`config.mk`:
```
export PLATFORM = sky130hd
export DESIGN_NAME = free_list_handle_table
export DESIGN_NICKNAME = d
export VERILOG_FILES = /design/src/sv/fltab_pkg.sv /design/src/sv/fltab_front.sv /design/src/sv/fltab_queue.sv /design/src/sv/fltab_back.sv /design/src/sv/free_list_handle_table.sv
export SDC_FILE = /design/constraint.sdc
export NUM_CORES = 2
export LEC_CHECK = 0
export ABC_AREA = 1
export CAP_MARGIN = 5
export CORE_MARGIN = 2
export CORE_UTILIZATION = 63
export CTS_BUF_LIST = sky130_fd_sc_hd__clkbuf_8
export DETAILED_ROUTE_END_ITERATION = 12
export DONT_BUFFER_PORTS = 1
export PLACE_DENSITY = 0.79
export SLEW_MARGIN = 20
export SYNTH_ARGS = -nofsm -noshare
export SYNTH_HDL_FRONTEND = slang
export SYNTH_HIERARCHICAL = 1
export SYNTH_SLANG_ARGS = --single-unit
```
`constraint.sdc`:
```
create_clock -name aclk -period 6.35 [get_ports aclk]
set_input_delay 0.3175 -clock aclk [delete_from_list [all_inputs] [get_ports aclk]]
set_output_delay 0.3175 -clock aclk [all_outputs]
set_load 0.03 [all_outputs]
```
`src/sv/fltab_pkg.sv`:
```
// shared types and codes for the free-list handle table
`default_nettype none

package fltab_pkg;

    localparam int ACTION_W = 2;
    localparam int ID_W     = 7;
    localparam int VALUE_W  = 32;
    localparam int SLOT_W   = 6;
    localparam int STATUS_W = 2;

    localparam int S_TDATA_W = 40;
    localparam int M_TDATA_W = 40;

    localparam logic [ACTION_W-1:0] ACT_ADD    = 2'd0;
    localparam logic [ACTION_W-1:0] ACT_REMOVE = 2'd1;
    localparam logic [ACTION_W-1:0] ACT_GET    = 2'd2;
    localparam logic [ACTION_W-1:0] ACT_VISIT  = 2'd3;

    localparam logic [STATUS_W-1:0] ST_OK    = 2'd0;
    localparam logic [STATUS_W-1:0] ST_FULL  = 2'd1;
    localparam logic [STATUS_W-1:0] ST_RANGE = 2'd2;
    localparam logic [STATUS_W-1:0] ST_FREE  = 2'd3;

    localparam int QUEUE_DEPTH = 2;

    typedef struct packed {
        logic [ACTION_W-1:0] action;
        logic [ID_W-1:0]     slot_id;
        logic [VALUE_W-1:0]  object_value;
        logic                range_err;
    } cmd_t;

    typedef struct packed {
        logic [SLOT_W-1:0]   slot;
        logic [VALUE_W-1:0]  value;
        logic [STATUS_W-1:0] status;
        logic                last;
    } res_t;

endpackage

`default_nettype wire

```
`src/sv/fltab_front.sv`:
```
// front stage: unpacks input transactions and flags out-of-range ids
`default_nettype none

module fltab_front #(
    parameter int CAPACITY = 64
) (
    input  wire logic                        aclk,
    input  wire logic                        aresetn,
    input  wire logic                        s_tvalid,
    output logic                             s_tready,
    input  wire logic [fltab_pkg::S_TDATA_W-1:0] s_tdata,
    input  wire logic [fltab_pkg::ACTION_W-1:0]  s_tuser,
    output logic                             cmd_valid,
    input  wire logic                        cmd_ready,
    output fltab_pkg::cmd_t                  cmd
);
    import fltab_pkg::*;

    logic hold_valid_reg, hold_valid_next;
    cmd_t hold_reg, hold_next;
    cmd_t in_cmd;

    always_comb begin
        in_cmd.action       = s_tuser;
        in_cmd.slot_id      = s_tdata[ID_W-1:0];
        in_cmd.object_value = s_tdata[ID_W+VALUE_W-1:ID_W];
        in_cmd.range_err    = (s_tdata[ID_W-1:0] >= ID_W'(CAPACITY));
    end

    assign s_tready  = !hold_valid_reg || cmd_ready;
    assign cmd_valid = hold_valid_reg;
    assign cmd       = hold_reg;

    always_comb begin
        hold_valid_next = hold_valid_reg;
        hold_next       = hold_reg;
        if (s_tvalid && s_tready) begin
            hold_valid_next = 1'b1;
            hold_next       = in_cmd;
        end else if (cmd_ready) begin
            hold_valid_next = 1'b0;
        end
    end

    always_ff @(posedge aclk) begin
        if (!aresetn) begin
            hold_valid_reg <= 1'b0;
        end else begin
            hold_valid_reg <= hold_valid_next;
        end
        hold_reg <= hold_next;
    end

endmodule

`default_nettype wire

```
`src/sv/fltab_queue.sv`:
```
// short command queue between the front and back stages
`default_nettype none

module fltab_queue (
    input  wire logic            aclk,
    input  wire logic            aresetn,
    input  wire logic            in_valid,
    output logic                 in_ready,
    input  wire fltab_pkg::cmd_t in_cmd,
    output logic                 out_valid,
    input  wire logic            out_pop,
    output fltab_pkg::cmd_t      out_cmd
);
    import fltab_pkg::*;

    localparam int PTR_W = $clog2(QUEUE_DEPTH);
    localparam int CNT_W = $clog2(QUEUE_DEPTH + 1);

    cmd_t             entry_reg [QUEUE_DEPTH];
    logic [PTR_W-1:0] wr_ptr_reg, wr_ptr_next;
    logic [PTR_W-1:0] rd_ptr_reg, rd_ptr_next;
    logic [CNT_W-1:0] fill_reg, fill_next;
    logic             push, pop;

    assign in_ready  = (fill_reg != CNT_W'(QUEUE_DEPTH));
    assign out_valid = (fill_reg != '0);
    assign out_cmd   = entry_reg[rd_ptr_reg];

    assign push = in_valid && in_ready;
    assign pop  = out_pop && out_valid;

    always_comb begin
        wr_ptr_next = wr_ptr_reg;
        rd_ptr_next = rd_ptr_reg;
        fill_next   = fill_reg;
        if (push) begin
            wr_ptr_next = (wr_ptr_reg == PTR_W'(QUEUE_DEPTH - 1)) ? '0 : wr_ptr_reg + 1'b1;
        end
        if (pop) begin
            rd_ptr_next = (rd_ptr_reg == PTR_W'(QUEUE_DEPTH - 1)) ? '0 : rd_ptr_reg + 1'b1;
        end
        if (push && !pop) begin
            fill_next = fill_reg + 1'b1;
        end else if (pop && !push) begin
            fill_next = fill_reg - 1'b1;
        end
    end

    always_ff @(posedge aclk) begin
        if (!aresetn) begin
            wr_ptr_reg <= '0;
            rd_ptr_reg <= '0;
            fill_reg   <= '0;
        end else begin
            wr_ptr_reg <= wr_ptr_next;
            rd_ptr_reg <= rd_ptr_next;
            fill_reg   <= fill_next;
        end
        if (push) begin
            entry_reg[wr_ptr_reg] <= in_cmd;
        end
    end

endmodule

`default_nettype wire

```
`src/sv/fltab_back.sv`:
```
// back stage: slot store, free stack, visit scan and result register
`default_nettype none

module fltab_back #(
    parameter int CAPACITY = 64
) (
    input  wire logic            aclk,
    input  wire logic            aresetn,
    input  wire logic            q_valid,
    output logic                 q_pop,
    input  wire fltab_pkg::cmd_t q_cmd,
    output logic                 res_valid,
    input  wire logic            res_ready,
    output fltab_pkg::res_t      res
);
    import fltab_pkg::*;

    localparam int IDX_W = (CAPACITY > 1) ? $clog2(CAPACITY) : 1;
    localparam int CNT_W = $clog2(CAPACITY + 1);

    localparam logic [2:0] S_IDLE     = 3'd0;
    localparam logic [2:0] S_ACT      = 3'd1;
    localparam logic [2:0] S_SCAN_RD  = 3'd2;
    localparam logic [2:0] S_SCAN_CHK = 3'd3;

    logic [2:0]          state_reg, state_next;
    cmd_t                cmd_reg, cmd_next;
    logic [CNT_W-1:0]    count_reg, count_next;
    logic [CAPACITY-1:0] in_use_reg, in_use_next;
    logic [CAPACITY-1:0] written_reg, written_next;
    logic [CNT_W-1:0]    scan_reg, scan_next;
    logic                pend_valid_reg, pend_valid_next;
    logic [IDX_W-1:0]    pend_slot_reg, pend_slot_next;
    logic [VALUE_W-1:0]  pend_value_reg, pend_value_next;
    logic                out_valid_reg, out_valid_next;
    res_t                out_reg, out_next;

    logic [VALUE_W-1:0]  store_mem [CAPACITY];
    logic [IDX_W-1:0]    stack_mem [CAPACITY];
    logic [VALUE_W-1:0]  store_rd_reg;
    logic [IDX_W-1:0]    stack_rd_reg;

    logic                store_re, store_we, stack_re, stack_we;
    logic [IDX_W-1:0]    store_ra, store_wa, stack_ra, stack_wa;
    logic [VALUE_W-1:0]  store_wd;
    logic [IDX_W-1:0]    stack_wd;

    logic                out_free;
    logic [IDX_W-1:0]    top_idx, id_idx, scan_idx, add_slot;
    logic                scan_hit;

    assign res_valid = out_valid_reg;
    assign res       = out_reg;
    assign out_free  = !out_valid_reg || res_ready;

    assign top_idx  = IDX_W'(count_reg - CNT_W'(1));
    assign id_idx   = cmd_reg.slot_id[IDX_W-1:0];
    assign scan_idx = scan_reg[IDX_W-1:0];
    // entries of the free stack never written are taken as their own index
    assign add_slot = written_reg[top_idx] ? stack_rd_reg : top_idx;
    assign scan_hit = in_use_reg[scan_idx] && (store_rd_reg != '0);

    always_comb begin
        state_next      = state_reg;
        cmd_next        = cmd_reg;
        count_next      = count_reg;
        in_use_next     = in_use_reg;
        written_next    = written_reg;
        scan_next       = scan_reg;
        pend_valid_next = pend_valid_reg;
        pend_slot_next  = pend_slot_reg;
        pend_value_next = pend_value_reg;
        out_valid_next  = out_valid_reg && !res_ready;
        out_next        = out_reg;
        q_pop           = 1'b0;
        store_re        = 1'b0;
        store_ra        = q_cmd.slot_id[IDX_W-1:0];
        store_we        = 1'b0;
        store_wa        = add_slot;
        store_wd        = cmd_reg.object_value;
        stack_re        = 1'b0;
        stack_ra        = top_idx;
        stack_we        = 1'b0;
        stack_wa        = count_reg[IDX_W-1:0];
        stack_wd        = id_idx;

        unique case (state_reg)
            S_IDLE: begin
                if (q_valid) begin
                    q_pop      = 1'b1;
                    cmd_next   = q_cmd;
                    store_re   = 1'b1;
                    stack_re   = 1'b1;
                    state_next = S_ACT;
                end
            end
            S_ACT: begin
                unique case (cmd_reg.action)
                    ACT_ADD: begin
                        if (out_free) begin
                            out_valid_next = 1'b1;
                            state_next     = S_IDLE;
                            if (count_reg == '0) begin
                                out_next = '{slot: '0, value: '0, status: ST_FULL, last: 1'b1};
                            end else begin
                                store_we              = 1'b1;
                                in_use_next[add_slot] = 1'b1;
                                count_next            = count_reg - CNT_W'(1);
                                out_next = '{slot: SLOT_W'(add_slot), value: '0,
                                             status: ST_OK, last: 1'b1};
                            end
                        end
                    end
                    ACT_REMOVE: begin
                        if (out_free) begin
                            out_valid_next = 1'b1;
                            state_next     = S_IDLE;
                            if (cmd_reg.range_err) begin
                                out_next = '{slot: cmd_reg.slot_id[SLOT_W-1:0], value: '0,
                                             status: ST_RANGE, last: 1'b1};
                            end else if (!in_use_reg[id_idx] ||
                                         count_reg >= CNT_W'(CAPACITY)) begin
                                out_next = '{slot: SLOT_W'(id_idx), value: '0,
                                             status: ST_FREE, last: 1'b1};
                            end else begin
                                // cleared in_use makes the stored value read as zero
                                stack_we                        = 1'b1;
                                written_next[count_reg[IDX_W-1:0]] = 1'b1;
                                count_next                      = count_reg + CNT_W'(1);
                                in_use_next[id_idx]             = 1'b0;
                                out_next = '{slot: SLOT_W'(id_idx), value: '0,
                                             status: ST_OK, last: 1'b1};
                            end
                        end
                    end
                    ACT_GET: begin
                        if (out_free) begin
                            out_valid_next = 1'b1;
                            state_next     = S_IDLE;
                            if (cmd_reg.range_err) begin
                                out_next = '{slot: cmd_reg.slot_id[SLOT_W-1:0], value: '0,
                                             status: ST_RANGE, last: 1'b1};
                            end else begin
                                out_next = '{slot: SLOT_W'(id_idx),
                                             value: in_use_reg[id_idx] ? store_rd_reg : '0,
                                             status: ST_OK, last: 1'b1};
                            end
                        end
                    end
                    ACT_VISIT: begin
                        scan_next       = '0;
                        pend_valid_next = 1'b0;
                        state_next      = S_SCAN_RD;
                    end
                endcase
            end
            S_SCAN_RD: begin
                if (scan_reg == CNT_W'(CAPACITY)) begin
                    if (!pend_valid_reg) begin
                        state_next = S_IDLE;
                    end else if (out_free) begin
                        out_valid_next  = 1'b1;
                        out_next = '{slot: SLOT_W'(pend_slot_reg), value: pend_value_reg,
                                     status: ST_OK, last: 1'b1};
                        pend_valid_next = 1'b0;
                        state_next      = S_IDLE;
                    end
                end else begin
                    store_re   = 1'b1;
                    store_ra   = scan_idx;
                    state_next = S_SCAN_CHK;
                end
            end
            S_SCAN_CHK: begin
                if (!scan_hit) begin
                    scan_next  = scan_reg + CNT_W'(1);
                    state_next = S_SCAN_RD;
                end else if (!pend_valid_reg || out_free) begin
                    // the held hit is known not to be last once another hit shows up
                    if (pend_valid_reg) begin
                        out_valid_next = 1'b1;
                        out_next = '{slot: SLOT_W'(pend_slot_reg), value: pend_value_reg,
                                     status: ST_OK, last: 1'b0};
                    end
                    pend_valid_next = 1'b1;
                    pend_slot_next  = scan_idx;
                    pend_value_next = store_rd_reg;
                    scan_next       = scan_reg + CNT_W'(1);
                    state_next      = S_SCAN_RD;
                end
            end
            default: begin
                state_next = S_IDLE;
            end
        endcase
    end

    always_ff @(posedge aclk) begin
        if (store_re) begin
            store_rd_reg <= store_mem[store_ra];
        end
        if (store_we) begin
            store_mem[store_wa] <= store_wd;
        end
    end

    always_ff @(posedge aclk) begin
        if (stack_re) begin
            stack_rd_reg <= stack_mem[stack_ra];
        end
        if (stack_we) begin
            stack_mem[stack_wa] <= stack_wd;
        end
    end

    always_ff @(posedge aclk) begin
        if (!aresetn) begin
            state_reg      <= S_IDLE;
            count_reg      <= CNT_W'(CAPACITY);
            in_use_reg     <= '0;
            written_reg    <= '0;
            pend_valid_reg <= 1'b0;
            out_valid_reg  <= 1'b0;
        end else begin
            state_reg      <= state_next;
            count_reg      <= count_next;
            in_use_reg     <= in_use_next;
            written_reg    <= written_next;
            pend_valid_reg <= pend_valid_next;
            out_valid_reg  <= out_valid_next;
        end
        cmd_reg        <= cmd_next;
        scan_reg       <= scan_next;
        pend_slot_reg  <= pend_slot_next;
        pend_value_reg <= pend_value_next;
        out_reg        <= out_next;
    end

endmodule

`default_nettype wire

```
`src/sv/free_list_handle_table.sv`:
```
// top level of the free-list handle table
//
// channel  dir  handshake            payload
// s_       in   s_tvalid/s_tready    s_tdata: slot_id, object_value; s_tuser: action
// m_       out  m_tvalid/m_tready    m_tdata: slot_out, value_out; m_tuser: status;
//                                    m_tlast: is_last
//
// add, remove and get in the back stage: S_IDLE pops the queue and issues the slot
// store / free stack reads, S_ACT then acts on the registered data once the result register is free
// a visit reads the store and checks each slot in turn, then closes with the held hit, if any
// reset is synchronous; a slot not in use reads zero and the stack reads its own index
// until written, tracked by per-slot flops, so no clearing pass is needed
// a stalled m_ side holds the result register; front and queue fill up behind it
`default_nettype none

module free_list_handle_table #(
    parameter int CAPACITY = 64
) (
    input  wire logic                            aclk,
    input  wire logic                            aresetn,
    input  wire logic                            s_tvalid,
    output logic                                 s_tready,
    // [6:0] slot_id, [38:7] object_value, [39] zero
    input  wire logic [fltab_pkg::S_TDATA_W-1:0] s_tdata,
    // [1:0] action
    input  wire logic [fltab_pkg::ACTION_W-1:0]  s_tuser,
    output logic                                 m_tvalid,
    input  wire logic                            m_tready,
    // [5:0] slot_out, [37:6] value_out, [39:38] zero
    output logic [fltab_pkg::M_TDATA_W-1:0]      m_tdata,
    // [1:0] status
    output logic [fltab_pkg::STATUS_W-1:0]       m_tuser,
    output logic                                 m_tlast
);
    import fltab_pkg::*;

    // front to queue
    logic fr_valid, fr_ready;
    cmd_t fr_cmd;

    // queue to back
    logic q_valid, q_pop;
    cmd_t q_cmd;

    res_t res;

    fltab_front #(
        .CAPACITY(CAPACITY)
    ) u_front (
        .aclk      (aclk),
        .aresetn   (aresetn),
        .s_tvalid  (s_tvalid),
        .s_tready  (s_tready),
        .s_tdata   (s_tdata),
        .s_tuser   (s_tuser),
        .cmd_valid (fr_valid),
        .cmd_ready (fr_ready),
        .cmd       (fr_cmd)
    );

    fltab_queue u_queue (
        .aclk      (aclk),
        .aresetn   (aresetn),
        .in_valid  (fr_valid),
        .in_ready  (fr_ready),
        .in_cmd    (fr_cmd),
        .out_valid (q_valid),
        .out_pop   (q_pop),
        .out_cmd   (q_cmd)
    );

    fltab_back #(
        .CAPACITY(CAPACITY)
    ) u_back (
        .aclk      (aclk),
        .aresetn   (aresetn),
        .q_valid   (q_valid),
        .q_pop     (q_pop),
        .q_cmd     (q_cmd),
        .res_valid (m_tvalid),
        .res_ready (m_tready),
        .res       (res)
    );

    // pack result fields, zero fill to whole bytes
    assign m_tdata = {(M_TDATA_W - SLOT_W - VALUE_W)'(0), res.value, res.slot};
    assign m_tuser = res.status;
    assign m_tlast = res.last;

endmodule

`default_nettype wire
```
==> flow_summary.yaml <==
route:
  viasPerCell: 6.43
  drtIter0Drc: 13800
  ant_nets: 0
  wl_per_cell_um: 25.8
  drt-total-wl_mm: 328
  drtPass1Iterations: 13
  num_vias: 81800
  drc: 0
cts:
  clock_latency_ps: 1100
  htreeDepth: 5
  cts-buffers-inserted: 438
  root_buffer: "clkbuf_8"
  cts.clk_slew.worst_paths_ps: 60
  cts_max_path_buffers: 4
  cts_sinks: 2866
  ctsResizeCount: 0
  tritoncts: "yes"
global_route:
  gr-usage-met2_pct: 53.1
  grt_pass1_wl_mm: 479
  grt_antenna_before_repair: 15
  overflow: 0
  grtUsageTotal_pct: 34.2
  grt_pass1_vias: 78600
  grt_use_met1_pct: 42.9
  grt_max_degree: 239
  met3_usage_pct: 8.23
  grt-busiest-layer: "met2"
floorplanning:
  pin_count: 91
  initial_core_util_pct: 63.5
  die_y_um: 434
  die_x_um: 434
  die-area_um2: 189000
  rows: 157
  core-area_um2: 184000
setup_path:
  cp_max_fo: 37
  regToRegEndpoint: "u_back/store_mem[42][23]"
  cp.arrival_ps: 6190
  crit_required_ps: 7060
  crit_path_end_kind: "flop"
  r2r_slack_ps: 870
  crit_end: "u_back/store_mem[42][23]"
  start_kind: "flop"
  reg2reg_depth: 15
  reg2reg_from: "u_back/count_reg[1]"
  startpoint: "u_back/count_reg[1]"
  crit_type: "flop to flop"
timing:
  finalCritPeriodShare_pct: 86.3
  fin_worst_skew_ps: 76.7
  fmax_ghz: 0.183
  maxSlewViolCount: 0
  hold_viol_final: 0
  timing.slew.headroom_pct: 22.0
  fin_crit_ps: 5480
  tightest_slew_ps: 1170
  fin_ws_ps: 872
  rsz0062_at_grt: "false"
  setup_tns_ps: 0
  setup_viol: 0
cells_and_area:
  area_delta_synth_final_pct: 10.1
  largest_reg_flops: 2048
  fin_nets: 9996
  final_cells: 12700
  fillers: 11700
  fin_util_pct: 70.0
  drive_gt1_share_pct: 9.55
logic_synthesis:
  avgSynthCellArea_um2: 11.9
  syn_inst: 9813
  ys_warn_count: 6
  syn_area_um2: 117000
run_status:
  status: "complete, no violations"
placed_design:
  dp.cells: 11900
  pre_cts_slack_ps: 1140
  hpwl_mm: 173
  portBuffers: 0
  routabilityCongestion: 0.937
worst_hold_path:
  min_from: "m_tready"
  hold_class: "input pin to flop"
flow_run:
  drv_cap: 0
power:
  power_density_nw_per_um2: 306
  ir_worst_vdd_mv: 0.298
  p_leak_nw: 44.8
[area by class of cell]
| class | instances | area, um^2 | share of cell area, % |
|---|---|---|---|
| flip-flops and latches | 2866 | 84600 | 65.8 |
| inverters | 448 | 1710 | 1.33 |
| clock buffers | 450 | 6190 | 4.82 |
| repair buffers | 330 | 3180 | 2.48 |
| well taps | 2464 | 3080 | 2.40 |
| clock inverters | 311 | 1460 | 1.14 |
| multi-input cells | 5856 | 28300 | 22.0 |
| diodes | 5 | 12.5 | 0.00973 |
[layout by cell type (no fill, tap or decap), types with 6 or more instances in the layout]
cell           count
a21oi_1          179
buf_12            37
buf_4            203
bufinv_16          8
clkbuf_8         450
clkinv_1         107
clkinv_2          37
clkinvlp_4         6
dfxtp_1          144
dlygate4sd3_1     88
edfxtp_1        2720
ha_1               8
inv_1            584
inv_2             10
mux2_4            39
nand2_1         1997
nand2_2           19
nand3_1         1114
nand4_1           10
nor2_1           712
nor2_4            85
nor3_1            16
nor4_1            10
o211ai_1         134
o21ai_0         1078
o21ai_1           24
o21ai_4            8
o21bai_1          32
o221ai_1          58
o22ai_1          244
or2_2             37
[critical path: stages (launching register included)]
cell and delay, ps:
dfxtp_1 490, inv_1 150, ha_2 250, xnor2_2 580, buf_4 530, nand3_1 160
nand3_1 140, nand3_1 190, nand3_4 230, nand2_8 120, nand2_1 100, o21ai_2 150
nor2_4 770, nand2_1 210, nor2_4 570, buf_4 400
[metrics by stage]
stage	instance area (um^2)	total power [mW]	hold WS [ps]
after detailed placement	120000	25.6	416
final	129000	39.4	228
after global placement	120000	25.5	416
after CTS	129000	39.1	111
after floorplan	117000	24.0	416
after global routing	129000	40.4	205
[worst min-delay path by stage]
stage	endpoint	slack, ps	cells after the start
global placement	u_front/cmd[2]	420	0
CTS	u_back/res_valid	110	4
global route	u_back/res_valid	210	4
floorplan	u_front/cmd[10]	420	0
finish	u_back/res_valid	230	4
detailed placement	u_front/cmd[7]	420	0
[timing repair]
action | CTS | global route
buffers inserted | 0 | 0
hold endpoints to repair | 224 | 0
hold buffers | 89 | 0
[layer usage]
metal  wire length, um  share of wire [%]  vias up
met1            109000                 33    38900
met4             25300                7.7       10
li1                  -                  -    35300
met2            151000                 46     6344
met5                57              0.017        -
met3             43300                 13     1266
[where the power goes]
| group | total, mW | internal, mW | switching [mW] | leakage [nW] |
|---|---|---|---|---|
| clock | 13.8 | 6.84 | 6.97 | 4.48 |
| sequential | 21.1 | 21.0 | 0.148 | 25.7 |
| combinational | 4.43 | 1.04 | 3.38 | 14.7 |
Power figures use the tool's default switching activity.
